## config.mk

```make
export PLATFORM = sky130hd
export DESIGN_NAME = stereo_gain_ramp_peak_meter
export DESIGN_NICKNAME = d
export VERILOG_FILES = /design/src/rtl/sgrpm_pkg.sv /design/src/rtl/sgrpm_regs.sv /design/src/rtl/sgrpm_seq.sv /design/src/rtl/sgrpm_dp.sv /design/src/rtl/stereo_gain_ramp_peak_meter.sv
export SDC_FILE = /design/constraint.sdc
export NUM_CORES = 2
export LEC_CHECK = 0
export ABC_AREA = 1
export BUFFER_PORTS_ARGS = -buffer_cell sky130_fd_sc_hd__buf_2
export CORE_UTILIZATION = 62
export CTS_CLUSTER_DIAMETER = 150
export DETAILED_ROUTE_END_ITERATION = 10
export PLACE_DENSITY = 0.82
export SLEW_MARGIN = 40
export SYNTH_ARGS = -nofsm -noshare
export SYNTH_HDL_FRONTEND = slang
export SYNTH_SLANG_ARGS = --single-unit
```

## constraint.sdc

```tcl
create_clock -name clk -period 9.2 [get_ports clk]
set_input_delay 1.84 -clock clk [delete_from_list [all_inputs] [get_ports clk]]
set_output_delay 1.84 -clock clk [all_outputs]
set_load 0.01 [all_outputs]
```

## src/rtl/sgrpm_pkg.sv

```systemverilog
// Shared types and constants for the stereo gain ramp and peak meter.
// Holds the control word layout, register codes and fixed-point widths.
// No dependencies; every other file of the block depends on this package.
`timescale 1ns / 1ps
`default_nettype none

package sgrpm_pkg;

  // Fixed-point gain format and field widths.
  localparam int GAIN_FRAC_BITS = 16;
  localparam int BLOCK_MAX      = 512;
  localparam int SAMPLE_W       = 16;
  localparam int CFG_STEP_W     = 17;
  localparam int BLOCK_FRAMES_W = 10;
  localparam int TARGET_W       = 17;
  localparam int POS_W          = 32;
  localparam int LVL_W          = GAIN_FRAC_BITS + 1;
  localparam int SUM_W          = ((LVL_W > CFG_STEP_W) ? LVL_W : CFG_STEP_W) + 1;
  localparam int MUL_W          = (LVL_W > SAMPLE_W) ? LVL_W : SAMPLE_W;
  localparam int PROD_W         = 2 * MUL_W;
  localparam int CNT_W          = $clog2(BLOCK_MAX + 1);

  localparam logic [LVL_W-1:0] LVL_UNITY = LVL_W'(1) << GAIN_FRAC_BITS;
  localparam logic [SUM_W-1:0] SUM_UNITY = SUM_W'(1) << GAIN_FRAC_BITS;

  // Configuration register indexes and reset values.
  localparam int PADDR_W = 4;
  localparam logic [1:0] REG_GATE_STEP    = 2'd0;
  localparam logic [1:0] REG_VOLUME_STEP  = 2'd1;
  localparam logic [1:0] REG_BLOCK_FRAMES = 2'd2;
  localparam logic [CFG_STEP_W-1:0]     GATE_STEP_RST    = CFG_STEP_W'(273);
  localparam logic [CFG_STEP_W-1:0]     VOLUME_STEP_RST  = CFG_STEP_W'(2);
  localparam logic [BLOCK_FRAMES_W-1:0] BLOCK_FRAMES_RST = BLOCK_FRAMES_W'(512);

  // Gate direction codes.
  localparam logic [1:0] DIR_HOLD = 2'd0;
  localparam logic [1:0] DIR_UP   = 2'd1;
  localparam logic [1:0] DIR_DOWN = 2'd2;

  // Multiplier operand pairs.
  localparam logic [1:0] MUL_GATE_VOL = 2'd0;
  localparam logic [1:0] MUL_P_P      = 2'd1;
  localparam logic [1:0] MUL_LEFT_Q   = 2'd2;
  localparam logic [1:0] MUL_RIGHT_Q  = 2'd3;

  // Jump conditions of the sequencer.
  localparam logic [2:0] C_NEXT     = 3'd0;
  localparam logic [2:0] C_JUMP     = 3'd1;
  localparam logic [2:0] C_IDLE     = 3'd2;
  localparam logic [2:0] C_DROP     = 3'd3;
  localparam logic [2:0] C_OUT_FULL = 3'd4;

  localparam int STEP_W = 4;

  // One microcode word: datapath enables plus the jump field.
  typedef struct packed {
    logic              gate_en;
    logic              pos_en;
    logic              vol_en;
    logic              peak_en;
    logic              block_en;
    logic              drop_en;
    logic              mul_en;
    logic [1:0]        mul_sel;
    logic              q_en;
    logic              left_en;
    logic              right_en;
    logic              out_en;
    logic [2:0]        cond;
    logic [STEP_W-1:0] target;
  } ctl_t;

  // Flags the datapath reports back to the sequencer.
  typedef struct packed {
    logic drop;
    logic out_full;
  } status_t;

endpackage

`default_nettype wire

```

## src/rtl/sgrpm_regs.sv

```systemverilog
// Configuration register file behind an APB-style port.
// Holds gate_step, volume_step and block_frames; depends on sgrpm_pkg.
`timescale 1ns / 1ps
`default_nettype none

module sgrpm_regs (
  input  wire logic                                 clk,
  input  wire logic                                 rst,
  input  wire logic                                 psel,
  input  wire logic                                 penable,
  input  wire logic                                 pwrite,
  input  wire logic [sgrpm_pkg::PADDR_W-1:0]        paddr,
  input  wire logic [31:0]                          pwdata,
  output logic      [31:0]                          prdata,
  output logic                                      pready,
  output logic      [sgrpm_pkg::CFG_STEP_W-1:0]     gate_step,
  output logic      [sgrpm_pkg::CFG_STEP_W-1:0]     volume_step,
  output logic      [sgrpm_pkg::BLOCK_FRAMES_W-1:0] block_frames
);
  import sgrpm_pkg::*;

  logic       wr;
  logic [1:0] idx;

  assign pready = 1'b1;
  assign wr     = psel && penable && pwrite;
  assign idx    = paddr[3:2];

  // Register writes on the access cycle.
  always_ff @(posedge clk) begin
    if (rst) begin
      gate_step    <= GATE_STEP_RST;
      volume_step  <= VOLUME_STEP_RST;
      block_frames <= BLOCK_FRAMES_RST;
    end else if (wr) begin
      case (idx)
        REG_GATE_STEP:    gate_step    <= pwdata[CFG_STEP_W-1:0];
        REG_VOLUME_STEP:  volume_step  <= pwdata[CFG_STEP_W-1:0];
        REG_BLOCK_FRAMES: block_frames <= pwdata[BLOCK_FRAMES_W-1:0];
        default: ;
      endcase
    end
  end

  // Read mux; unused addresses read as zero.
  always_comb begin
    case (idx)
      REG_GATE_STEP:    prdata = 32'(gate_step);
      REG_VOLUME_STEP:  prdata = 32'(volume_step);
      REG_BLOCK_FRAMES: prdata = 32'(block_frames);
      default:          prdata = 32'd0;
    endcase
  end

endmodule

`default_nettype wire

```

## src/rtl/sgrpm_seq.sv

```systemverilog
// Microcode sequencer: step counter, control ROM and conditional jumps.
// Drives the datapath through ctl_t words; depends on sgrpm_pkg.
`timescale 1ns / 1ps
`default_nettype none

module sgrpm_seq (
  input  wire logic              clk,
  input  wire logic              rst,
  input  wire logic              frame_valid,
  input  wire sgrpm_pkg::status_t status,
  output sgrpm_pkg::ctl_t        ctl,
  output logic                   busy
);
  import sgrpm_pkg::*;

  // Program step addresses.
  localparam logic [STEP_W-1:0] S_WAIT   = 4'd0;
  localparam logic [STEP_W-1:0] S_CHECK  = 4'd1;
  localparam logic [STEP_W-1:0] S_GATE   = 4'd2;
  localparam logic [STEP_W-1:0] S_VOL    = 4'd3;
  localparam logic [STEP_W-1:0] S_GV     = 4'd4;
  localparam logic [STEP_W-1:0] S_PP     = 4'd5;
  localparam logic [STEP_W-1:0] S_Q      = 4'd6;
  localparam logic [STEP_W-1:0] S_LQ     = 4'd7;
  localparam logic [STEP_W-1:0] S_RQ     = 4'd8;
  localparam logic [STEP_W-1:0] S_RIGHT  = 4'd9;
  localparam logic [STEP_W-1:0] S_HOLD   = 4'd10;
  localparam logic [STEP_W-1:0] S_EMIT   = 4'd11;
  localparam logic [STEP_W-1:0] S_DROP   = 4'd12;

  logic [STEP_W-1:0] step;
  logic [STEP_W-1:0] step_next;
  logic              take;

  // Control ROM: one word per step.
  function automatic ctl_t rom(input logic [STEP_W-1:0] s);
    ctl_t w;
    w = '0;
    case (s)
      S_WAIT: begin
        w.cond   = C_IDLE;
        w.target = S_WAIT;
      end
      S_CHECK: begin
        w.cond   = C_DROP;
        w.target = S_DROP;
      end
      S_GATE: begin
        w.gate_en = 1'b1;
        w.pos_en  = 1'b1;
      end
      S_VOL: begin
        w.vol_en  = 1'b1;
        w.peak_en = 1'b1;
      end
      S_GV: begin
        w.block_en = 1'b1;
        w.mul_en   = 1'b1;
        w.mul_sel  = MUL_GATE_VOL;
      end
      S_PP: begin
        w.mul_en  = 1'b1;
        w.mul_sel = MUL_P_P;
      end
      S_Q: begin
        w.q_en = 1'b1;
      end
      S_LQ: begin
        w.mul_en  = 1'b1;
        w.mul_sel = MUL_LEFT_Q;
      end
      S_RQ: begin
        w.left_en = 1'b1;
        w.mul_en  = 1'b1;
        w.mul_sel = MUL_RIGHT_Q;
      end
      S_RIGHT: begin
        w.right_en = 1'b1;
      end
      S_HOLD: begin
        w.cond   = C_OUT_FULL;
        w.target = S_HOLD;
      end
      S_EMIT: begin
        w.out_en = 1'b1;
        w.cond   = C_JUMP;
        w.target = S_WAIT;
      end
      S_DROP: begin
        w.drop_en = 1'b1;
        w.cond    = C_JUMP;
        w.target  = S_WAIT;
      end
      default: begin
        w.cond   = C_JUMP;
        w.target = S_WAIT;
      end
    endcase
    return w;
  endfunction

  assign ctl  = rom(step);
  assign busy = (step != S_WAIT);

  // Jump condition evaluation.
  always_comb begin
    case (ctl.cond)
      C_NEXT:     take = 1'b0;
      C_JUMP:     take = 1'b1;
      C_IDLE:     take = !frame_valid;
      C_DROP:     take = status.drop;
      C_OUT_FULL: take = status.out_full;
      default:    take = 1'b0;
    endcase
    step_next = take ? ctl.target : step + 1'b1;
  end

  // Step counter.
  always_ff @(posedge clk) begin
    if (rst) begin
      step <= S_WAIT;
    end else begin
      step <= step_next;
    end
  end

endmodule

`default_nettype wire

```

## src/rtl/sgrpm_dp.sv

```systemverilog
// Datapath: frame capture, gain ramps, peaks, block counter, shared
// multiplier and output word register. Depends on sgrpm_pkg.
`timescale 1ns / 1ps
`default_nettype none

module sgrpm_dp (
  input  wire logic                                 clk,
  input  wire logic                                 rst,
  input  wire sgrpm_pkg::ctl_t                      ctl,
  input  wire logic                                 cap_en,
  input  wire logic signed [sgrpm_pkg::SAMPLE_W-1:0] left_sample,
  input  wire logic signed [sgrpm_pkg::SAMPLE_W-1:0] right_sample,
  input  wire logic [1:0]                           gate_direction,
  input  wire logic [sgrpm_pkg::TARGET_W-1:0]       volume_target,
  input  wire logic                                 volume_snap,
  input  wire logic                                 position_load,
  input  wire logic [sgrpm_pkg::POS_W-1:0]          position_value,
  input  wire logic [sgrpm_pkg::CFG_STEP_W-1:0]     gate_step,
  input  wire logic [sgrpm_pkg::CFG_STEP_W-1:0]     volume_step,
  input  wire logic [sgrpm_pkg::BLOCK_FRAMES_W-1:0] block_frames,
  input  wire logic                                 result_stall,
  output logic                                      result_valid,
  output logic signed [sgrpm_pkg::SAMPLE_W-1:0]     left_out,
  output logic signed [sgrpm_pkg::SAMPLE_W-1:0]     right_out,
  output logic [sgrpm_pkg::POS_W-1:0]               position,
  output logic                                      block_last,
  output logic [sgrpm_pkg::SAMPLE_W-1:0]            peak_left,
  output logic [sgrpm_pkg::SAMPLE_W-1:0]            peak_right,
  output sgrpm_pkg::status_t                        status
);
  import sgrpm_pkg::*;

  // Captured frame.
  logic signed [SAMPLE_W-1:0] in_left;
  logic signed [SAMPLE_W-1:0] in_right;
  logic [1:0]                 in_dir;
  logic [TARGET_W-1:0]        in_target;
  logic                       in_snap;
  logic                       in_load;
  logic [POS_W-1:0]           in_pos;

  // Persistent state.
  logic [LVL_W-1:0]    gate_level;
  logic [LVL_W-1:0]    volume_level;
  logic [SAMPLE_W-1:0] roll_left;
  logic [SAMPLE_W-1:0] roll_right;
  logic [SAMPLE_W-1:0] held_left;
  logic [SAMPLE_W-1:0] held_right;
  logic [CNT_W-1:0]    block_count;
  logic [POS_W-1:0]    frame_pos;

  // Work registers.
  logic [PROD_W-1:0]   prod;
  logic [LVL_W-1:0]    q;
  logic [SAMPLE_W-1:0] left_res;
  logic [SAMPLE_W-1:0] right_res;
  logic                last;

  logic [LVL_W-1:0]    gate_next;
  logic [LVL_W-1:0]    volume_next;
  logic [SUM_W-1:0]    g_sum;
  logic [SUM_W-1:0]    t_sat;
  logic [SUM_W-1:0]    v0;
  logic [SUM_W-1:0]    v_up;
  logic [SUM_W-1:0]    v_res;
  logic [SAMPLE_W-1:0] abs_left;
  logic [SAMPLE_W-1:0] abs_right;
  logic [CNT_W-1:0]    count_inc;
  logic [31:0]         limit;
  logic                block_end;
  logic [MUL_W-1:0]    op_a;
  logic [MUL_W-1:0]    op_b;
  logic [MUL_W-1:0]    prod_hi;
  logic [SAMPLE_W:0]   mag;
  logic [SAMPLE_W-1:0] signed_res;
  logic                res_neg;

  function automatic logic [SAMPLE_W-1:0] abs_s(input logic signed [SAMPLE_W-1:0] s);
    return s[SAMPLE_W-1] ? (~s + 1'b1) : s;
  endfunction

  assign abs_left  = abs_s(in_left);
  assign abs_right = abs_s(in_right);

  assign status.drop     = (in_dir == DIR_DOWN) && (gate_level == '0);
  assign status.out_full = result_valid && result_stall;

  // Gate ramp with clamp to [0, unity].
  always_comb begin
    g_sum = SUM_W'(gate_level) + SUM_W'(gate_step);
    case (in_dir)
      DIR_UP:   gate_next = (g_sum > SUM_UNITY) ? LVL_UNITY : LVL_W'(g_sum);
      DIR_DOWN: gate_next = (SUM_W'(gate_level) > SUM_W'(gate_step))
                            ? LVL_W'(SUM_W'(gate_level) - SUM_W'(gate_step)) : '0;
      default:  gate_next = gate_level;
    endcase
  end

  // Volume ramp toward the saturated target, optionally snapped first.
  always_comb begin
    t_sat = (SUM_W'(in_target) > SUM_UNITY) ? SUM_UNITY : SUM_W'(in_target);
    v0    = in_snap ? t_sat : SUM_W'(volume_level);
    v_up  = v0 + SUM_W'(volume_step);
    if (t_sat > v0) begin
      v_res = (v_up > t_sat) ? t_sat : v_up;
    end else if (t_sat < v0) begin
      v_res = (v0 > t_sat + SUM_W'(volume_step)) ? v0 - SUM_W'(volume_step) : t_sat;
    end else begin
      v_res = v0;
    end
    volume_next = LVL_W'(v_res);
  end

  // Block length limit, clamped to [1, BLOCK_MAX].
  always_comb begin
    count_inc = block_count + 1'b1;
    if (block_frames == '0) begin
      limit = 32'd1;
    end else if (32'(block_frames) > 32'(BLOCK_MAX)) begin
      limit = 32'(BLOCK_MAX);
    end else begin
      limit = 32'(block_frames);
    end
    block_end = (32'(count_inc) >= limit);
  end

  // Multiplier operand selection.
  assign prod_hi = MUL_W'(prod[GAIN_FRAC_BITS +: MUL_W]);
  always_comb begin
    case (ctl.mul_sel)
      MUL_GATE_VOL: begin
        op_a = MUL_W'(gate_level);
        op_b = MUL_W'(volume_level);
      end
      MUL_P_P: begin
        op_a = prod_hi;
        op_b = prod_hi;
      end
      MUL_LEFT_Q: begin
        op_a = MUL_W'(abs_left);
        op_b = MUL_W'(q);
      end
      MUL_RIGHT_Q: begin
        op_a = MUL_W'(abs_right);
        op_b = MUL_W'(q);
      end
      default: begin
        op_a = '0;
        op_b = '0;
      end
    endcase
  end

  // Scaled magnitude with the sign of the sample in flight.
  always_comb begin
    mag        = prod[GAIN_FRAC_BITS +: SAMPLE_W + 1];
    res_neg    = ctl.left_en ? in_left[SAMPLE_W-1] : in_right[SAMPLE_W-1];
    signed_res = res_neg ? SAMPLE_W'((SAMPLE_W + 1)'(0) - mag) : mag[SAMPLE_W-1:0];
  end

  // Frame capture and work registers.
  always_ff @(posedge clk) begin
    if (cap_en) begin
      in_left   <= left_sample;
      in_right  <= right_sample;
      in_dir    <= gate_direction;
      in_target <= volume_target;
      in_snap   <= volume_snap;
      in_load   <= position_load;
      in_pos    <= position_value;
    end
    if (ctl.mul_en) begin
      prod <= op_a * op_b;
    end
    if (ctl.q_en) begin
      q <= LVL_W'(prod_hi);
    end
    if (ctl.left_en) begin
      left_res <= signed_res;
    end
    if (ctl.right_en) begin
      right_res <= signed_res;
    end
    if (ctl.block_en) begin
      last <= block_end;
    end
  end

  // Gain levels, position, peaks and block counter.
  always_ff @(posedge clk) begin
    if (rst) begin
      gate_level   <= LVL_UNITY;
      volume_level <= LVL_UNITY;
      roll_left    <= '0;
      roll_right   <= '0;
      held_left    <= '0;
      held_right   <= '0;
      block_count  <= '0;
      frame_pos    <= '0;
    end else begin
      if (ctl.gate_en) begin
        gate_level <= gate_next;
      end
      if (ctl.pos_en) begin
        frame_pos <= (in_load ? in_pos : frame_pos) + 1'b1;
      end
      if (ctl.vol_en) begin
        volume_level <= volume_next;
      end
      if (ctl.peak_en) begin
        if (abs_left > roll_left) begin
          roll_left <= abs_left;
        end
        if (abs_right > roll_right) begin
          roll_right <= abs_right;
        end
      end
      if (ctl.block_en) begin
        if (block_end) begin
          held_left   <= roll_left;
          held_right  <= roll_right;
          roll_left   <= '0;
          roll_right  <= '0;
          block_count <= '0;
        end else begin
          block_count <= count_inc;
        end
      end
      // A dropped frame closes a partial block.
      if (ctl.drop_en && (block_count != '0)) begin
        held_left   <= roll_left;
        held_right  <= roll_right;
        roll_left   <= '0;
        roll_right  <= '0;
        block_count <= '0;
      end
    end
  end

  // Output word register.
  always_ff @(posedge clk) begin
    if (rst) begin
      result_valid <= 1'b0;
    end else if (ctl.out_en) begin
      result_valid <= 1'b1;
    end else if (result_valid && !result_stall) begin
      result_valid <= 1'b0;
    end
  end

  always_ff @(posedge clk) begin
    if (ctl.out_en) begin
      left_out   <= left_res;
      right_out  <= right_res;
      position   <= frame_pos;
      block_last <= last;
      peak_left  <= held_left;
      peak_right <= held_right;
    end
  end

endmodule

`default_nettype wire

```

## src/rtl/stereo_gain_ramp_peak_meter.sv

```systemverilog
// Stereo gain ramp with peak meter: one 16-bit stereo frame per word.
// Each frame runs through the microcode program, which drives one shared
// 17x17 multiplier; a new frame is taken only once the previous one has been
// emitted or dropped.
// A result stalled downstream holds the program at its output step.
// Reset (synchronous) restores register defaults, unity gate and volume, zero peaks.
// Depends on sgrpm_pkg, sgrpm_regs, sgrpm_seq and sgrpm_dp.
`timescale 1ns / 1ps
`default_nettype none

module stereo_gain_ramp_peak_meter (
  input  wire logic                                  clk,
  input  wire logic                                  rst,
  input  wire logic                                  psel,
  input  wire logic                                  penable,
  input  wire logic                                  pwrite,
  input  wire logic [sgrpm_pkg::PADDR_W-1:0]         paddr,
  input  wire logic [31:0]                           pwdata,
  output logic      [31:0]                           prdata,
  output logic                                       pready,
  input  wire logic                                  frame_valid,
  output logic                                       frame_stall,
  input  wire logic signed [sgrpm_pkg::SAMPLE_W-1:0] left_sample,
  input  wire logic signed [sgrpm_pkg::SAMPLE_W-1:0] right_sample,
  input  wire logic [1:0]                            gate_direction,
  input  wire logic [sgrpm_pkg::TARGET_W-1:0]        volume_target,
  input  wire logic                                  volume_snap,
  input  wire logic                                  position_load,
  input  wire logic [sgrpm_pkg::POS_W-1:0]           position_value,
  output logic                                       result_valid,
  input  wire logic                                  result_stall,
  output logic signed [sgrpm_pkg::SAMPLE_W-1:0]      left_out,
  output logic signed [sgrpm_pkg::SAMPLE_W-1:0]      right_out,
  output logic [sgrpm_pkg::POS_W-1:0]                position,
  output logic                                       block_last,
  output logic [sgrpm_pkg::SAMPLE_W-1:0]             peak_left,
  output logic [sgrpm_pkg::SAMPLE_W-1:0]             peak_right
);
  import sgrpm_pkg::*;

  logic [CFG_STEP_W-1:0]     gate_step;
  logic [CFG_STEP_W-1:0]     volume_step;
  logic [BLOCK_FRAMES_W-1:0] block_frames;
  ctl_t                      ctl;
  status_t                   status;
  logic                      busy;
  logic                      cap_en;

  // A frame is taken only while the program sits at its wait step.
  assign frame_stall = busy;
  assign cap_en      = frame_valid && !busy;

  sgrpm_regs u_regs (
    .clk          (clk),
    .rst          (rst),
    .psel         (psel),
    .penable      (penable),
    .pwrite       (pwrite),
    .paddr        (paddr),
    .pwdata       (pwdata),
    .prdata       (prdata),
    .pready       (pready),
    .gate_step    (gate_step),
    .volume_step  (volume_step),
    .block_frames (block_frames)
  );

  sgrpm_seq u_seq (
    .clk         (clk),
    .rst         (rst),
    .frame_valid (frame_valid),
    .status      (status),
    .ctl         (ctl),
    .busy        (busy)
  );

  sgrpm_dp u_dp (
    .clk            (clk),
    .rst            (rst),
    .ctl            (ctl),
    .cap_en         (cap_en),
    .left_sample    (left_sample),
    .right_sample   (right_sample),
    .gate_direction (gate_direction),
    .volume_target  (volume_target),
    .volume_snap    (volume_snap),
    .position_load  (position_load),
    .position_value (position_value),
    .gate_step      (gate_step),
    .volume_step    (volume_step),
    .block_frames   (block_frames),
    .result_stall   (result_stall),
    .result_valid   (result_valid),
    .left_out       (left_out),
    .right_out      (right_out),
    .position       (position),
    .block_last     (block_last),
    .peak_left      (peak_left),
    .peak_right     (peak_right),
    .status         (status)
  );

endmodule

`default_nettype wire

```

==> reports/metrics.cfg <==
[sta]
fmax_ghz = 0.117
grt_setup_unrepaired = false
slew_headroom_pct = 35.0
hold_viol_final = 0
worst_slew_pin_slew_ps = 966
fin_crit_sh_pct = 92.7
setup-tns-final_ps = 0
finalSetupViolCount = 0
period_minus_slack_ps = 8530
fin_skew_ps = 39.9
maxSlewViolCount = 0

[grt]
grt_first_pass_wirelength_um = 150000
antenna_found_initial = 4
grt_pass1_vias = 28600
gr-usage-met2_pct = 55.9
groute.layer.met3.usage_pct = 6.57
met1_usage_pct = 42.8
grtUsageTotal_pct = 34.0
top_usage_layer = met2
grt_max_degree = 101
overflow = 0

[clock_network]
cts.sinks = 438
ctsResizeCount = 0
cts_max_path_buffers = 3
htreeDepth = 2
clk_latency_ps = 610
tritoncts = done
path_clk_slew_ps = 60
root_buffer = clkbuf_16
cts_hold_buffers = 0
numCtsBuffers = 46
post_cts_buffers = 0

[min_path]
hp-class = reg2reg
hold_end = u_dp.left_out[5]$_DFFE_PP_
min_from = u_dp.left_res[5]$_DFFE_PP_
worstHoldPathCells = 0

[detailed_routing]
vias = 29700
detail_route.first_pass.iterations = 7
wl_um = 96200
post_drt_wl_per_cell_um = 18.6
first_iter_violations = 2691
viasPerCell = 5.74
drc_errors = 0
ant_nets = 0

[synth]
synth_area_per_cell_um2 = 8.21
synthCells = 4202
syn_area_um2 = 34500
synth.most_common_cell = inv_1
synth_common_cells = inv_1 (718), nand2_1 (712), nor2_1 (458), ha_1 (290), a21oi_1 (253)
ys_seq_area_share_pct = 32.6
synth.distinct_cells = 62
synth_seq_cells = 438
synth.top_cells.by_area = edfxtp_1 (22%), fa_1 (13%), dfxtp_1 (11%)
synth_flop_cell = edfxtp_1
synthArstFlopShare_pct = 0
yosysTopAreaCell = edfxtp_1
synth-warning-count = 0
synth-edff-count = 249
synth.top_cell.area_share_pct = 21.7

[worst_setup_path]
path_max_fanout = 14
rr_endpoint = u_dp.prod[32]$_DFFE_PP_
crit_top_cell = inv_1
start_kind = register
cp-end-kind = register
crit_slowest_cell = inv_1
r2r_setup_slack_ps = 670
cpPeakStageDelay_ps = 580
required_ps = 9530
critical_path_class = reg2reg
cp.arrival_ps = 8860
r2r_start = u_seq.step[0]$_SDFF_PP0_
ff2ff_path_depth = 29

[place]
place_inst = 5075
port_buffers = 226
gp_congestion = 1.04
dp_hpwl_um = 73800

[final_layout]
syn2layout_area_growth_pct = 9.99
final_cells = 5166
nets = 5019
drive_gt1_share_pct = 9.00

[floorplanning]
die-area_um2 = 56600
start_util_pct = 62.7
die_h_um = 238
rows = 86
pin_count = 260
chipWidth_um = 238
core_area_um2 = 55000

[pwr]
power.leakage_nw = 18.1
p_per_area_nw_per_um2 = 288
vdd_drop_max_uv = 323

[job]
drv_cap = 0

[status]
outcome = completed

power by group:
part	switching (mW)	internal (mW)
Combinational	4.12	1.98
Clock	0.825	1.20
Sequential	0.269	2.52
critical path: cells and delay by family, from the launching register on:
family / cells / cell delay, ps
simple gates: 7 / 1610
fa+ha+maj: 8 / 3580
buf+inv: 8 / 1250
flops: 1 / 420
xor+xnor: 1 / 110
compound gates: 5 / 1260
worst max path at each step:
stage	startpoint	endpoint	slack (ps)	cells past startpoint
floorplan	u_seq.step[0]$_SDFF_PP0_	u_dp.prod[29]$_DFFE_PP_	1790	34
finish	u_seq.step[0]$_SDFF_PP0_	u_dp.prod[32]$_DFFE_PP_	670	29
CTS	u_seq.step[0]$_SDFF_PP0_	u_dp.prod[32]$_DFFE_PP_	900	29
global route	u_seq.step[0]$_SDFF_PP0_	u_dp.prod[29]$_DFFE_PP_	380	34
detailed placement	u_seq.step[0]$_SDFF_PP0_	u_dp.prod[32]$_DFFE_PP_	950	29
global placement	u_seq.step[0]$_SDFF_PP0_	u_dp.prod[32]$_DFFE_PP_	1080	29
cell families after synthesis:
kind of cell | Yosys count | synth area share (%)
and+or+nand+nor | 1482 | 17.8
buffers and inverters | 893 | 10.1
AOI/OAI and AO/OA | 701 | 11.4
adders and majority gates | 516 | 23.6
DFF | 438 | 32.6
xor gates and xnor gates | 155 | 3.93
muxes | 15 | 0.435
other | 2 | 0.0218
layer usage:
metal / part of all wire (%) / vias up / wire, um
met5: 0 / - / 0
met4: 5.3 / 0 / 5070
met3: 9.4 / 303 / 9070
met2: 46 / 1467 / 44300
met1: 39 / 14000 / 37700
li1: - / 13900 / -
sequential cells by signal, summed over array words and instances (netlist names), 17 cells and up:
| name | flops |
|---|---|
| u_dp.frame_pos | 32 |
| u_dp.in_pos | 32 |
| u_dp.position | 32 |
| u_dp.gate_level | 17 |
| u_dp.in_target | 17 |
| u_dp.prod | 17 |
| u_dp.q | 17 |
| u_dp.volume_level | 17 |
| u_regs.gate_step | 17 |
| u_regs.volume_step | 17 |
cell type report:
| cell class | instances | area [um^2] |
|---|---|---|
| clock buffers | 58 | 1270 |
| repair buffers | 261 | 1400 |
| inverters | 743 | 2790 |
| multi-input cells | 2885 | 19900 |
| clock inverters | 28 | 413 |
| flip-flops and latches | 438 | 11300 |
| diodes | 5 | 12.5 |
| fillers | 4379 | 17000 |
| well taps | 748 | 936 |
placed cells by master (no fill, tap or decap), types with 35 or more instances in the layout:
master	count
inv_1	717
nand2_1	709
nor2_1	453
ha_1	290
a21oi_1	253
o21ai_0	251
edfxtp_1	249
fa_1	226
buf_2	226
dfxtp_1	189
nand3_1	160
xor2_1	129
clkbuf_16	48
nand4_1	47
nor3_1	44
a211oi_1	35
stage by stage:
stage	total power, mW	hold WS, ps	utilization (%)	cell area [um^2]	setup WS [ps]
after detailed placement	8.71	405	65.9	36200	948
after global routing	11.7	420	69.0	37900	384
after CTS	10.8	415	69.0	37900	898
after global placement	8.54	401	65.9	36200	1080
final	10.9	410	69.0	37900	668
after floorplan	6.99	400	-	34600	1790
Note: power is estimated with default switching activity, not from simulation.
